==> config.mk <==
export PLATFORM = sky130hd
export DESIGN_NAME = led_matrix_pwm_scan
export DESIGN_NICKNAME = d
export VERILOG_FILES = /design/src/hw/rtl/lmps_pkg.sv /design/src/hw/rtl/lmps_core.sv /design/src/hw/rtl/lmps_out_buf.sv /design/src/hw/rtl/led_matrix_pwm_scan.sv
export SDC_FILE = /design/constraint.sdc
export NUM_CORES = 1
export LEC_CHECK = 0
export ABC_CLOCK_PERIOD_IN_PS = 8200
export BUFFER_PORTS_ARGS = -buffer_cell sky130_fd_sc_hd__clkbuf_2
export CAP_MARGIN = 10
export CORE_MARGIN = 8
export CORE_UTILIZATION = 36
export CTS_CLUSTER_SIZE = 10
export DETAILED_ROUTE_END_ITERATION = 12
export SYNTH_ARGS = -nofsm -noshare
export SYNTH_HDL_FRONTEND = slang
export SYNTH_HIERARCHICAL = 1
export SYNTH_SLANG_ARGS = --single-unit
==> constraint.sdc <==
create_clock -name clk -period 8.2 [get_ports clk]
set_clock_uncertainty 0.05 [all_clocks]
set_input_delay 0.41 -clock clk [delete_from_list [all_inputs] [get_ports clk]]
set_output_delay 0.41 -clock clk [all_outputs]
set_load 0.05 [all_outputs]
==> src/hw/rtl/lmps_pkg.sv <==
// shared constants, command codes and result word type for the led matrix scan driver
package lmps_pkg;

  localparam int NUM_COLUMNS = 4;
  localparam int NUM_LINES   = 5;
  localparam int PWM_STEPS   = 15;

  localparam int LEVEL_W  = 4;
  localparam int POS_W    = 4;
  localparam int CMD_W    = 2;
  localparam int LINE_W   = 5;
  localparam int ENABLE_W = 4;

  localparam int COL_W   = (NUM_COLUMNS > 1) ? $clog2(NUM_COLUMNS) : 1;
  localparam int PHASE_W = $clog2(PWM_STEPS);
  localparam int CMP_W   = (PHASE_W > LEVEL_W) ? PHASE_W : LEVEL_W;
  localparam int LN_ALL_W = (NUM_LINES > LINE_W) ? NUM_LINES : LINE_W;
  localparam int EN_ALL_W = (NUM_COLUMNS > ENABLE_W) ? NUM_COLUMNS : ENABLE_W;

  typedef enum logic [CMD_W-1:0] {
    CMD_TICK  = 2'd0,
    CMD_WRITE = 2'd1,
    CMD_FILL  = 2'd2,
    CMD_FLIP  = 2'd3
  } cmd_t;

  typedef logic [LEVEL_W-1:0] level_t;

  typedef struct packed {
    logic [LINE_W-1:0]   line_drive;
    logic [ENABLE_W-1:0] column_enable_n;
  } res_t;

endpackage

==> src/hw/rtl/lmps_core.sv <==
// pixel buffers, pwm phase and column scan state with result word computation
module lmps_core (
  input  logic                       clk,
  input  logic                       rst_n,
  input  logic                       acc,
  input  logic [lmps_pkg::CMD_W-1:0] cmd,
  input  logic signed [lmps_pkg::POS_W-1:0] pos_x,
  input  logic signed [lmps_pkg::POS_W-1:0] pos_y,
  input  logic [lmps_pkg::LEVEL_W-1:0] pixel_level,
  output lmps_pkg::res_t             res
);
  import lmps_pkg::*;

  localparam logic [COL_W-1:0]   COL_LAST   = COL_W'(NUM_COLUMNS - 1);
  localparam logic [PHASE_W-1:0] PHASE_LAST = PHASE_W'(PWM_STEPS - 1);

  level_t draw_r  [NUM_LINES][NUM_COLUMNS];
  level_t shown_r [NUM_LINES][NUM_COLUMNS];
  logic [PHASE_W-1:0]  phase_r, phase_nxt;
  logic [COL_W-1:0]    col_r, col_nxt;
  logic [ENABLE_W-1:0] enable_hold_r, enable_hold_nxt;
  logic [LINE_W-1:0]   line_hold_r, line_hold_nxt;

  logic                is_tick;
  logic                x_ok, y_ok;
  logic [LN_ALL_W-1:0] lines_all;
  logic [EN_ALL_W-1:0] en_all;

  assign is_tick = (cmd == CMD_TICK);
  assign x_ok = !pos_x[POS_W-1] && ({1'b0, pos_x} < (POS_W+1)'(NUM_COLUMNS));
  assign y_ok = !pos_y[POS_W-1] && ({1'b0, pos_y} < (POS_W+1)'(NUM_LINES));

  always_comb begin
    lines_all = '0;
    for (int l = 0; l < NUM_LINES; l++) begin
      lines_all[l] = CMP_W'(shown_r[l][col_r]) > CMP_W'(phase_r);
    end
    en_all = '0;
    for (int c = 0; c < NUM_COLUMNS; c++) begin
      en_all[c] = (col_r != COL_W'(c));
    end
  end

  always_comb begin
    phase_nxt       = phase_r;
    col_nxt         = col_r;
    enable_hold_nxt = enable_hold_r;
    line_hold_nxt   = line_hold_r;
    if (is_tick) begin
      if (phase_r == '0) begin
        enable_hold_nxt = en_all[ENABLE_W-1:0];
      end
      line_hold_nxt = lines_all[LINE_W-1:0];
      if (phase_r == PHASE_LAST) begin
        phase_nxt = '0;
        col_nxt   = (col_r == COL_LAST) ? '0 : col_r + 1'b1;
      end else begin
        phase_nxt = phase_r + 1'b1;
      end
    end
  end

  assign res.line_drive      = line_hold_nxt;
  assign res.column_enable_n = enable_hold_nxt;

  always_ff @(posedge clk) begin
    if (!rst_n) begin
      phase_r       <= PHASE_W'(1);
      col_r         <= '0;
      enable_hold_r <= '0;
      line_hold_r   <= '0;
      for (int l = 0; l < NUM_LINES; l++) begin
        for (int c = 0; c < NUM_COLUMNS; c++) begin
          draw_r[l][c]  <= '0;
          shown_r[l][c] <= '0;
        end
      end
    end else if (acc) begin
      phase_r       <= phase_nxt;
      col_r         <= col_nxt;
      enable_hold_r <= enable_hold_nxt;
      line_hold_r   <= line_hold_nxt;
      for (int l = 0; l < NUM_LINES; l++) begin
        for (int c = 0; c < NUM_COLUMNS; c++) begin
          unique case (cmd)
            CMD_WRITE: begin
              if (x_ok && y_ok && pos_x == POS_W'(c) && pos_y == POS_W'(l)) begin
                draw_r[l][c] <= pixel_level;
              end
            end
            CMD_FILL: draw_r[l][c] <= pixel_level;
            CMD_FLIP: shown_r[l][c] <= draw_r[l][c];
            default: ;
          endcase
        end
      end
    end
  end

  a_non_tick_holds_scan: assert property (@(posedge clk) disable iff (!rst_n)
    (acc && !is_tick) |=> ($stable(phase_r) && $stable(col_r)))
    else $error("scan state moved on a non-tick command");

  a_phase_wrap: assert property (@(posedge clk) disable iff (!rst_n)
    (acc && is_tick && phase_r == PHASE_LAST) |=> (phase_r == '0))
    else $error("pwm phase did not wrap");

  a_phase_step: assert property (@(posedge clk) disable iff (!rst_n)
    (acc && is_tick && phase_r != PHASE_LAST) |=>
      (phase_r == $past(phase_r) + 1'b1 && $stable(col_r)))
    else $error("pwm phase did not step");

endmodule

==> src/hw/rtl/lmps_out_buf.sv <==
// two-entry output register with skid stage for result words
module lmps_out_buf (
  input  logic           clk,
  input  logic           rst_n,
  input  logic           push,
  input  lmps_pkg::res_t push_data,
  output logic           full,
  output logic           out_valid,
  input  logic           out_stall,
  output lmps_pkg::res_t out_data
);
  import lmps_pkg::*;

  res_t main_r, skid_r;
  logic main_valid_r, skid_valid_r;
  logic pop;

  assign pop       = main_valid_r && !out_stall;
  assign full      = skid_valid_r;
  assign out_valid = main_valid_r;
  assign out_data  = main_r;

  always_ff @(posedge clk) begin
    if (!rst_n) begin
      main_valid_r <= 1'b0;
      skid_valid_r <= 1'b0;
    end else if (skid_valid_r) begin
      if (pop) begin
        main_r       <= skid_r;
        skid_valid_r <= 1'b0;
      end
    end else if (push) begin
      if (!main_valid_r || pop) begin
        main_r       <= push_data;
        main_valid_r <= 1'b1;
      end else begin
        skid_r       <= push_data;
        skid_valid_r <= 1'b1;
      end
    end else if (pop) begin
      main_valid_r <= 1'b0;
    end
  end

  a_skid_implies_main: assert property (@(posedge clk) disable iff (!rst_n)
    skid_valid_r |-> main_valid_r)
    else $error("skid word held without output word");

  a_skid_fills: assert property (@(posedge clk) disable iff (!rst_n)
    (push && main_valid_r && out_stall && !skid_valid_r) |=> skid_valid_r)
    else $error("word lost while output stalled");

  a_skid_drains: assert property (@(posedge clk) disable iff (!rst_n)
    (skid_valid_r && !out_stall) |=> (!skid_valid_r && main_valid_r))
    else $error("skid word not moved to output");

endmodule

==> src/hw/rtl/led_matrix_pwm_scan.sv <==
// top level of the multiplexed led matrix pwm scan driver
// usage:
//   input channel in_valid/in_stall carries one command word: in_cmd selects
//   scan tick, pixel write, fill of the drawing buffer or buffer flip, with
//   in_pos_x, in_pos_y and in_pixel_level as operands
//   output channel out_valid/out_stall returns one word per command:
//   out_line_drive and out_column_enable_n, the held drive state after it
//   a result is registered into the output buffer as its command is accepted
//   throughput: one command per cycle while in_stall is low; all buffer updates,
//   including fill and flip, finish in the accepting cycle since both buffers are flops
//   a stalled receiver fills the output register, then the skid entry;
//   in_stall rises only when both hold words
//   reset: both buffers cleared, pwm phase one, column zero, all enables
//   and lines low, output empty
module led_matrix_pwm_scan (
  input  logic                                clk,
  input  logic                                rst_n,
  input  logic                                in_valid,
  output logic                                in_stall,
  input  logic [lmps_pkg::CMD_W-1:0]          in_cmd,
  input  logic signed [lmps_pkg::POS_W-1:0]   in_pos_x,
  input  logic signed [lmps_pkg::POS_W-1:0]   in_pos_y,
  input  logic [lmps_pkg::LEVEL_W-1:0]        in_pixel_level,
  output logic                                out_valid,
  input  logic                                out_stall,
  output logic [lmps_pkg::LINE_W-1:0]         out_line_drive,
  output logic [lmps_pkg::ENABLE_W-1:0]       out_column_enable_n
);
  import lmps_pkg::*;

  logic acc;
  logic full;
  res_t res, out_res;

  assign in_stall = full;
  assign acc      = in_valid && !full;

  lmps_core u_core (
    .clk         (clk),
    .rst_n       (rst_n),
    .acc         (acc),
    .cmd         (in_cmd),
    .pos_x       (in_pos_x),
    .pos_y       (in_pos_y),
    .pixel_level (in_pixel_level),
    .res         (res)
  );

  lmps_out_buf u_out_buf (
    .clk       (clk),
    .rst_n     (rst_n),
    .push      (acc),
    .push_data (res),
    .full      (full),
    .out_valid (out_valid),
    .out_stall (out_stall),
    .out_data  (out_res)
  );

  assign out_line_drive      = out_res.line_drive;
  assign out_column_enable_n = out_res.column_enable_n;

endmodule
==> results.txt, run 1 <==
The run finished with clean final reports. The worst slew slack as a fraction of its limit is 26.0%. On the critical path the largest part of the delay comes from flip-flops. The critical path arrival is 3120 ps. Fill cells in the final layout number 2245. In this run the cell area measured after placement is 9280 um2. The synthesized net count came out at 701.

After detailed routing, the met3 layer carries 835 um of wire. The Yosys step of the flow raised 6 warnings. In this run, CTS created clock tree buffers numbering 17.

The final max-slew violation count came out at 0. The clock passes through at most 2 buffers. The tightest hold path in the finished design has a slack of 280 ps.

The first-pass GRT wire length is 27900 um. The initial antenna violation count came out at 0. For the worst setup path, the data required time is 8320 ps. The area share of fa/ha/maj cells after synthesis came out at 3.39%.

The final instance area is 9850 um2. The placeable core region came out at 24200 um2. The net count of the finished layout is 713. The average instance in the mapped netlist occupies 13.4 um2. The cell area after synthesis came out at 8850 um2. The total power came out at 2.06 mW. The final hold violation count came out at 0. The congestion estimate from routability-driven global placement came to 0.817. The compound-gate portion of the synthesized area came out at 7.74%.

The placement-stage worst setup slack came out at 5130 ps. The maximum vdd ir drop is 0.115 mV. Setup repair after global routing left no endpoint under its margin. Max-cap violations in this run came to 0. The total of hold buffers inserted after clock tree synthesis is 0. The xor-xnor portion of the synthesized cell area came out at 0%. The initial core utilization is 36.5%. The sum of buffers and inverters on the critical path is 0. The horizontal extent of the die came out at 173 um. Wires add up to 17800 um. The worst min-delay path category is in2reg. The ratio of final minimum period to clock period came out at 36.6%. The number of storage elements in the synthesis netlist came out at 195.

The met2 layer wire length in the routed design is 8400 um. The die covers 29900 um2. The met1 wire length came out at 8300 um. The clock tree from TritonCTS is done. Global routing consumed, over all layers together, 11.8% of the routing resources. The fraction of final layout cells sized beyond drive strength 1 is 15.4%.

The highest clock rate came out at 0.333 GHz. After Yosys synthesis, and, or, nand and nor cells account for 15.7% of the synthesized area. The number of optimization iterations in the first detailed-route pass came out at 5. The number of gates given a new drive strength after cts is 0.

The final setup TNS is 0 ps. The maximum fanout along the worst path is 24. The number of inserted diodes came out at 0.

For this design, the slowest cell found on the critical path is sky130_fd_sc_hd__dfxtp_1. The post-route antenna net violation count is 0. The via count of the first global-routing pass came out at 5079. The worst setup path is launched from a flip-flop.

The clock tree synthesis step divided the H-tree into 4 levels. The average detailed-routed wire length per instance is 17.7 um. The HPWL after detailed placement is 12600 um. The row count came out at 57. The static leakage came out at 3.52 nW.

The setup slack of the critical path after layout is 5200 ps. In this run, distinct cell masters in the synthesized netlist total 50. The post-synthesis to final-layout area growth is 11.2%. The y dimension of the die is 173 um. The post-synthesis cell count came out at 659.

The combinational share of power came out at 6.1%. For the pin with the worst max-slew slack, the measured transition is 1110 ps. Traced cell by cell, the critical path runs through mux4_2 > ha_1 > a21o_1 > a211oi_1 > o21ai_0 > mux2_2. The root buffer cell chosen for the clock tree is sky130_fd_sc_hd__clkbuf_16. The number of remaining DRC errors is 0.

Sequential cells account for 56.2% of the total power. The clock latency on the worst-skew pair is 420 ps. The critical path is of the reg2reg type.

The power per unit of standard cell area is 209 nW/um2. The top-level port count is 29. The worst setup path is captured at a flip-flop. The portion of netlist area occupied by mux cells came out at 6.46%. The total vias in the final route came out at 5130.

The global route total overflow came out at 0. The number of clock sinks seen by CTS is 195. Cell internal power was estimated by the tool at 1.58 mW. The maximum single-stage delay on the critical path came out at 1060 ps.

The clock slew seen by the registers of the worst setup and hold paths is 70 ps. By area, the combinational part of the netlist is dominated by simple AND/OR/NAND/NOR gates. The detailed router's first-iteration violation count came out at 493.

The number of port buffers came out at 28. The analysis attributes to net switching a power of 480 uW. The average via count per standard cell is 5.09. The switching power share of the total is 23.4%. The minimum period implied by the final worst setup slack is 3000 ps. Setup violations remaining at the end of the flow were counted as 0. The proportion of power drawn by the clock network is 37.6%.

The share of the Yosys chip area taken by registers is 64.2%. The pin count of the biggest net entering global routing is 81. The number of setup buffers added after CTS is 0. The highest routing layer actually used is met4.
-- stage by stage --
stage	cells	utilization, %
2_1_floorplan	659	-
5_1_grt	1007	40.6
3_5_place_dp	975	38.3
6_report	1007	40.6
3_3_place_gp	975	38.3
4_1_cts	1006	40.5
-- worst register-to-register path: cells and delay by family, from the launching register on --
family	cells	cell delay, ps
flip-flops	1	1060
AO/OA/AOI/OAI	3	620
adder cells (fa/ha/maj)	1	320
multiplexers	2	710
-- power by group through the flow --
stage / clock network, mW / registers, mW / logic, mW
6_report: 0.773 / 1.16 / 0.126
5_1_grt: 0.828 / 1.16 / 0.139
4_1_cts: 0.790 / 1.16 / 0.126
3_5_place_dp: 0 / 1.18 / 0.126
3_3_place_gp: 0 / 1.18 / 0.121
2_1_floorplan: 0 / 1.18 / 0.0795
-- path summary, 6_finish.rpt --
check / slack, ps / cells after the start / from / end
setup / recovery: 5200 / 6 / u_core/col_r[1] / u_out_buf/out_data[7]
hold reg to reg: 430 / 2 / u_core/line_hold_r[3] / u_core/line_hold_r[3]
hold / removal: 280 / 3 / out_stall / u_out_buf/full
setup reg to reg: 5200 / 6 / u_core/col_r[1] / u_out_buf/out_data[7]
-- layer usage --
metal  vias up  global-route usage (%)
li1       2439                       -
met1      2531                    15.6
met5         -                       0
met3        22                    2.55
met2       138                    18.9
met4         0                    4.35
-- layout by cell type (no fill, tap or decap), drive strengths merged, types with 2 or more instances in the layout --
cell    instances
inv            22
nand4          10
edfxtp        178
ha             24
nand2          38
and2          122
nand3          19
nand2b          7
or2             4
nor3            3
nor3b           2
dfxtp          17
nor2            7
clkinv          6
clkbuf         46
o211a           4
o21a            6
a21oi          13
nor4            2
mux2i           2
mux2            9
mux4           20
nor2b           9
buf             4
o21ai          93
-- state kept, by name, summed over array words and instances (netlist names) --
| register | count |
|---|---|
| u_out_buf/full | 1 |
| u_core/col_r | 2 |
| u_core/shown_r | 80 |
| u_out_buf/out_data | 9 |
| u_core/draw_r | 80 |
| u_core/line_hold_r | 5 |
| u_core/phase_r | 4 |
| u_out_buf/out_valid | 1 |
| u_core/enable_hold_r | 4 |
| u_out_buf/skid_r | 9 |
-- cell type report --
class	count	area (um2)	share of cell area, %
clock inverters	13	119	1.21
repair buffers	32	183	1.86
flip-flops and latches	195	5690	57.7
well taps	324	405	4.12
clock buffers	18	429	4.36
multi-input cells	409	2960	30.1
inverters	16	60.1	0.610
-- cells in the mapped netlist, drive strengths merged --
| master | number | area share (%) |
|---|---|---|
| a211oi | 1 | 0.085 |
| a21boi | 1 | 0.085 |
| a21o | 1 | 0.085 |
| a21oi | 13 | 0.73 |
| a221oi | 1 | 0.17 |
| a311oi | 1 | 0.099 |
| and2 | 122 | 8.6 |
| and3 | 1 | 0.071 |
| and4bb | 1 | 0.14 |
| buf | 11 | 0.66 |
| clkbuf | 28 | 1.2 |
| dfxtp | 17 | 3.8 |
| edfxtp | 178 | 60 |
| ha | 24 | 3.4 |
| inv | 16 | 0.68 |
| mux2 | 9 | 1.1 |
| mux2i | 2 | 0.23 |
| mux4 | 20 | 5.1 |
| nand2 | 38 | 1.6 |
| nand2b | 7 | 0.49 |
| nand3 | 19 | 1.1 |
| nand3b | 1 | 0.085 |
| nand4 | 10 | 0.71 |
| nand4b | 1 | 0.099 |
| nor2 | 7 | 0.38 |
| nor2b | 9 | 0.72 |
| nor3 | 3 | 0.23 |
| nor3b | 2 | 0.17 |
| nor4 | 2 | 0.31 |
| nor4b | 1 | 0.27 |
| o211a | 4 | 0.45 |
| o211ai | 1 | 0.085 |
| o21a | 6 | 0.51 |
| o21ai | 93 | 5.3 |
| o31ai | 1 | 0.14 |
| or2 | 4 | 0.28 |
| or3 | 1 | 0.071 |
| or3b | 1 | 0.099 |
| or4b | 1 | 0.16 |
-- logic make-up after synthesis --
logic type,after synthesis
AOI/OAI and AO/OA,123
adders and majority gates,24
buffers and inverters,55
DFF,195
muxes,31
and+or+nand+nor,231
Note: power is estimated with default switching activity, not from simulation.
==> run 2: changes to the inputs <==
--- a/config.mk
+++ b/config.mk
@@ -5,7 +5,8 @@
 export SDC_FILE = /design/constraint.sdc
 export NUM_CORES = 1
 export LEC_CHECK = 0
-export ABC_CLOCK_PERIOD_IN_PS = 8200
+export ABC_AREA = 1
+export ABC_CLOCK_PERIOD_IN_PS = 2900
 export BUFFER_PORTS_ARGS = -buffer_cell sky130_fd_sc_hd__clkbuf_2
 export CAP_MARGIN = 10
 export CORE_MARGIN = 8
==> constraint.sdc (replaced) <==
create_clock -name clk -period 2.9 [get_ports clk]
set_clock_uncertainty 0.05 [all_clocks]
set_input_delay 0.145 -clock clk [delete_from_list [all_inputs] [get_ports clk]]
set_output_delay 0.145 -clock clk [all_outputs]
set_load 0.05 [all_outputs]
==> results.txt, run 2 <==
Run status: finished, final reports clean (unchanged). The count of cells along the worst register-to-register path is 10 (was 6). The maximum single-stage delay on the critical path is 390 ps (was 1060 ps). The final non-filler cell total is 1244 (was 1007).

The clock latency on the worst-skew pair came out at 420 ps (about the same). The number of storage elements in the synthesis netlist was 195 (unchanged). The global routing usage summed across all routing layers is 12.8% (was 11.8%). The number of inserted diodes came out at 0 (unchanged). The area of the die came out at 29900 um2 (about the same). The cell area after synthesis is 8850 um2 (about the same). The capture instance of the worst register-to-register path is u_out_buf/out_data[8] (was u_out_buf/out_data[7]). The sum of buffers and inverters on the critical path came out at 1 (was 0). The most common cell after layout, fill and taps aside is sky130_fd_sc_hd__edfxtp_1 (unchanged). The flip-flop cell with the highest count after synthesis is sky130_fd_sc_hd__edfxtp_1 (unchanged). Among the stages of the critical path, the cell type that occurs most often is sky130_fd_sc_hd__nand2_1. The static leakage was 4.07 nW (was 3.52 nW). The clock slew seen by the registers of the worst setup and hold paths was 70 ps (about the same). The minimum period implied by the final worst setup slack came out at 2370 ps (was 3000 ps).

The number of clock sinks seen by CTS came out at 195 (unchanged). The placeable core region is 24200 um2 (unchanged). The total of hold buffers inserted after clock tree synthesis came to 1 (was 0). The post-synthesis async set-or-reset flop share is 0% (unchanged).

The number of synthesized flops with an enable pin is 178 (unchanged). The final max-slew violation count is 0 (unchanged). The number of synthesis warnings is 6 (unchanged). Commonest cells post-synth: sky130_fd_sc_hd__edfxtp_1 (178), sky130_fd_sc_hd__nor2_1 (174), sky130_fd_sc_hd__nand2_1 (140) (was sky130_fd_sc_hd__edfxtp_1 (178), sky130_fd_sc_hd__and2_1 (122), sky130_fd_sc_hd__o21ai_0 (73)).

The worst hold margin came out at 162 ps (was 280 ps). The post-route antenna net violation count is 0 (unchanged). The category of cells accounting for the largest share of critical-path delay is compound AO/OA/AOI/OAI gates (was flip-flops).

The category of the worst setup path capture point was a flip-flop (unchanged). The library cell with the largest summed area after synthesis is sky130_fd_sc_hd__edfxtp_1 (unchanged). The initial core utilization came out at 36.5% (about the same). The total setup violations reported at the end of the flow was 0 (unchanged). The number of maximum-capacitance constraint violations came out at 0 (unchanged). The detailed router's first-iteration violation count is 438 (was 493). The transition time of the tightest slew-check pin is 972 ps (was 1110 ps).

The worst min-delay path category is in2reg (unchanged). The pin count of the biggest net entering global routing came out at 81 (unchanged). The worst slew slack as a fraction of its limit came out at 35.1% (was 26.0%). Commonest cells after routing, fill and taps aside: sky130_fd_sc_hd__edfxtp_1 (178), sky130_fd_sc_hd__nor2_1 (174), sky130_fd_sc_hd__nand2_1 (140) (was sky130_fd_sc_hd__edfxtp_1 (178), sky130_fd_sc_hd__and2_1 (122), sky130_fd_sc_hd__o21ai_0 (72)). The number of optimization iterations in the first detailed-route pass is 5 (unchanged). Largest regs: u_core/draw_r (80), u_core/shown_r (80) (unchanged).

The total power came out at 5.81 mW (was 2.06 mW). The start point of the worst hold path is in_cmd[1] (was out_stall). The final setup TNS came out at 0 ps (unchanged). The post-synthesis cell count came out at 889 (was 659). The row count is 57 (unchanged). The beginning of the worst register-to-register path is u_core/col_r[0] (was u_core/col_r[1]).

The average via count per standard cell is 4.76 (was 5.09). The initial antenna violation count is 0 (unchanged). The fraction of the core area covered by cells at the end of the flow is 40.8% (was 40.6%). The number of unique standard cell types used by synthesis is 24 (was 50). The total vias in the final route is 5917 (was 5130). The average detailed-routed wire length per instance is 15.1 um (was 17.7 um). Critical Path, Cell by Cell: buf_4 > o21ai_0 > o22ai_1 > ha_1 > a21oi_1 > o21ai_0 > nand3_1 > nand2_1 > nand2_1 > nand2_1 (was mux4_2 > ha_1 > a21o_1 > a211oi_1 > o21ai_0 > mux2_2).

The sequential fraction of the synthesis area came out at 64.2% (about the same). The instance count along the most critical hold path is 4 (was 3). The global route total overflow is 0 (unchanged). The most frequent cell after synthesis is sky130_fd_sc_hd__edfxtp_1 (unchanged). The number of buffers added by the clock tree synthesis step is 17 (unchanged).

The final instance area is 9890 um2 (was 9850 um2). Most area-consuming cells after synthesis: sky130_fd_sc_hd__edfxtp_1 (60%), sky130_fd_sc_hd__nor2_1 (7.4%), sky130_fd_sc_hd__nand2_1 (5.9%) (was sky130_fd_sc_hd__edfxtp_1 (60%), sky130_fd_sc_hd__and2_1 (8.6%), sky130_fd_sc_hd__mux4_2 (5.1%)). The horizontal extent of the die was 173 um (about the same). The fraction of final layout cells sized beyond drive strength 1 is 8.48% (was 15.4%).

The final hold violation count came out at 0 (unchanged). The critical path start-end classification was reg2reg (unchanged). The setup slack of the critical path after layout is 532 ps (was 5200 ps). The first-pass GRT wire length is 30400 um (was 27900 um). The cell with the biggest individual delay on the critical path is sky130_fd_sc_hd__buf_4 (was sky130_fd_sc_hd__dfxtp_1). The placement-stage worst setup slack is 549 ps (was 5130 ps). The area of placed instances is 9340 um2 (was 9280 um2).

The ratio of final minimum period to clock period is 81.7% (was 36.6%). The average footprint of a synthesized cell is 9.95 um2 (was 13.4 um2). Unrepaired setup endpoints after global routing: no (unchanged). The critical path arrival is 2500 ps (was 3120 ps).

The number of remaining DRC errors was 0 (unchanged). The clock tree from TritonCTS is done (unchanged). The HPWL after detailed placement is 12200 um (was 12600 um). The routability congestion estimate from global placement came out at 0.754 (was 0.817).

The number of setup buffers added after CTS is 0 (unchanged). The power per unit of standard cell area came out at 587 nW/um2 (was 209 nW/um2). The total detailed-routing wirelength came out at 18800 um (was 17800 um). The via count of the first global-routing pass came out at 5778 (was 5079). The number of port buffers is 28 (unchanged). The reg-to-reg setup timing slack is 530 ps (was 5200 ps). The total placed cells including tap cells came out at 1212 (was 975). The kind of start point of the critical path was a flip-flop (unchanged). The highest clock rate came out at 0.422 GHz (was 0.333 GHz).

The top-level port count came out at 29 (unchanged). The y dimension of the die came out at 173 um (about the same). The maximum fanout along the worst path is 43 (was 24).

The clock root buffer master is sky130_fd_sc_hd__clkbuf_16 (unchanged). The maximum vdd ir drop came to 0.274 mV (was 0.115 mV). The critical path required time was 3040 ps (was 8320 ps).

The post-synthesis to final-layout area growth came out at 11.7% (was 11.2%). The endpoint of the worst hold-timing path is u_core/line_hold_r[3] (was u_out_buf/full). The share of Yosys cell area claimed by the top area cell type is 60.4% (about the same). The count of H-tree levels built during CTS was 4 (unchanged). The maximum root-to-sink buffer count came out at 2 (unchanged). The number of nets in the layout came out at 950 (was 713). The number of gates given a new drive strength after cts is 0 (unchanged).

The synthesized net count came out at 931 (was 701).
## run 2: cell count changes in the layout (fill, tap and decap cells not counted), moves of 8 or more
cell | before | now
sky130_fd_sc_hd__o22ai_1 | 0 | 15
sky130_fd_sc_hd__inv_1 | 16 | 128
sky130_fd_sc_hd__mux2_2 | 9 | 0
sky130_fd_sc_hd__a21oi_1 | 13 | 72
sky130_fd_sc_hd__buf_4 | 3 | 11
sky130_fd_sc_hd__nand3_1 | 18 | 32
sky130_fd_sc_hd__nor2b_1 | 8 | 0
sky130_fd_sc_hd__mux4_2 | 20 | 0
sky130_fd_sc_hd__nor2_1 | 5 | 174
sky130_fd_sc_hd__and2_1 | 122 | 0
sky130_fd_sc_hd__o21ai_1 | 19 | 0
sky130_fd_sc_hd__nand2_1 | 37 | 140
sky130_fd_sc_hd__o21ai_0 | 72 | 38
## run 2: cell families (layout without fill, tap and decap cells)
kind of cell / count (synthesis) / after routing / share of synthesized area (%)
fa+ha+maj: 24 / 24 / 3.39
compound gates: 132 / 132 / 8.02
flops: 195 / 195 / 64.2
buf+inv: 174 / 205 / 7.85
simple gates: 364 / 364 / 16.5
## run 2: layout make-up
class | count | area, um2
clock buffers | 18 | 429
flip-flops and latches | 195 | 5690
well taps | 324 | 405
multi-input cells | 520 | 2490
inverters | 132 | 498
clock inverters | 13 | 105
fillers | 2389 | 14400
repair buffers | 42 | 273
## run 2: per-layer routing
layer | vias to the layer above | track usage [%] | wire length (um)
met5 | - | 0 | 0
met4 | 0 | 4.64 | 300
met3 | 16 | 2.81 | 1150
met2 | 167 | 20.7 | 8710
met1 | 2754 | 16.8 | 8620
li1 | 2980 | - | -
## run 2: worst max path at each step
stage | slack (ps) | end | cells after the start | from
global placement | 610 | u_out_buf/out_data[8] | 11 | u_core/col_r[0]
global route | 320 | u_out_buf/out_data[8] | 11 | u_core/col_r[0]
finish | 530 | u_out_buf/out_data[8] | 10 | u_core/col_r[0]
floorplan | -370 | u_core/shown_r[0][0] | 4 | u_out_buf/full
detailed placement | 550 | u_out_buf/out_data[8] | 11 | u_core/col_r[0]
CTS | 550 | u_out_buf/out_data[8] | 11 | u_core/col_r[0]
## run 2: worst reg2reg max path, cell delays in order, from the launching register on
cell	delay [ps]
sky130_fd_sc_hd__dfxtp_1	330
sky130_fd_sc_hd__buf_4	390
sky130_fd_sc_hd__o21ai_0	200
sky130_fd_sc_hd__o22ai_1	290
sky130_fd_sc_hd__ha_1	300
sky130_fd_sc_hd__a21oi_1	140
sky130_fd_sc_hd__o21ai_0	120
sky130_fd_sc_hd__nand3_1	90
sky130_fd_sc_hd__nand2_1	90
sky130_fd_sc_hd__nand2_1	80
sky130_fd_sc_hd__nand2_1	40
## run 2: power by group
part	switching [mW]	internal (mW)	leakage, nW	total, mW
registers	0.0446	3.20	2.01	3.24
logic	0.290	0.106	1.80	0.396
clock network	1.06	1.11	0.258	2.17
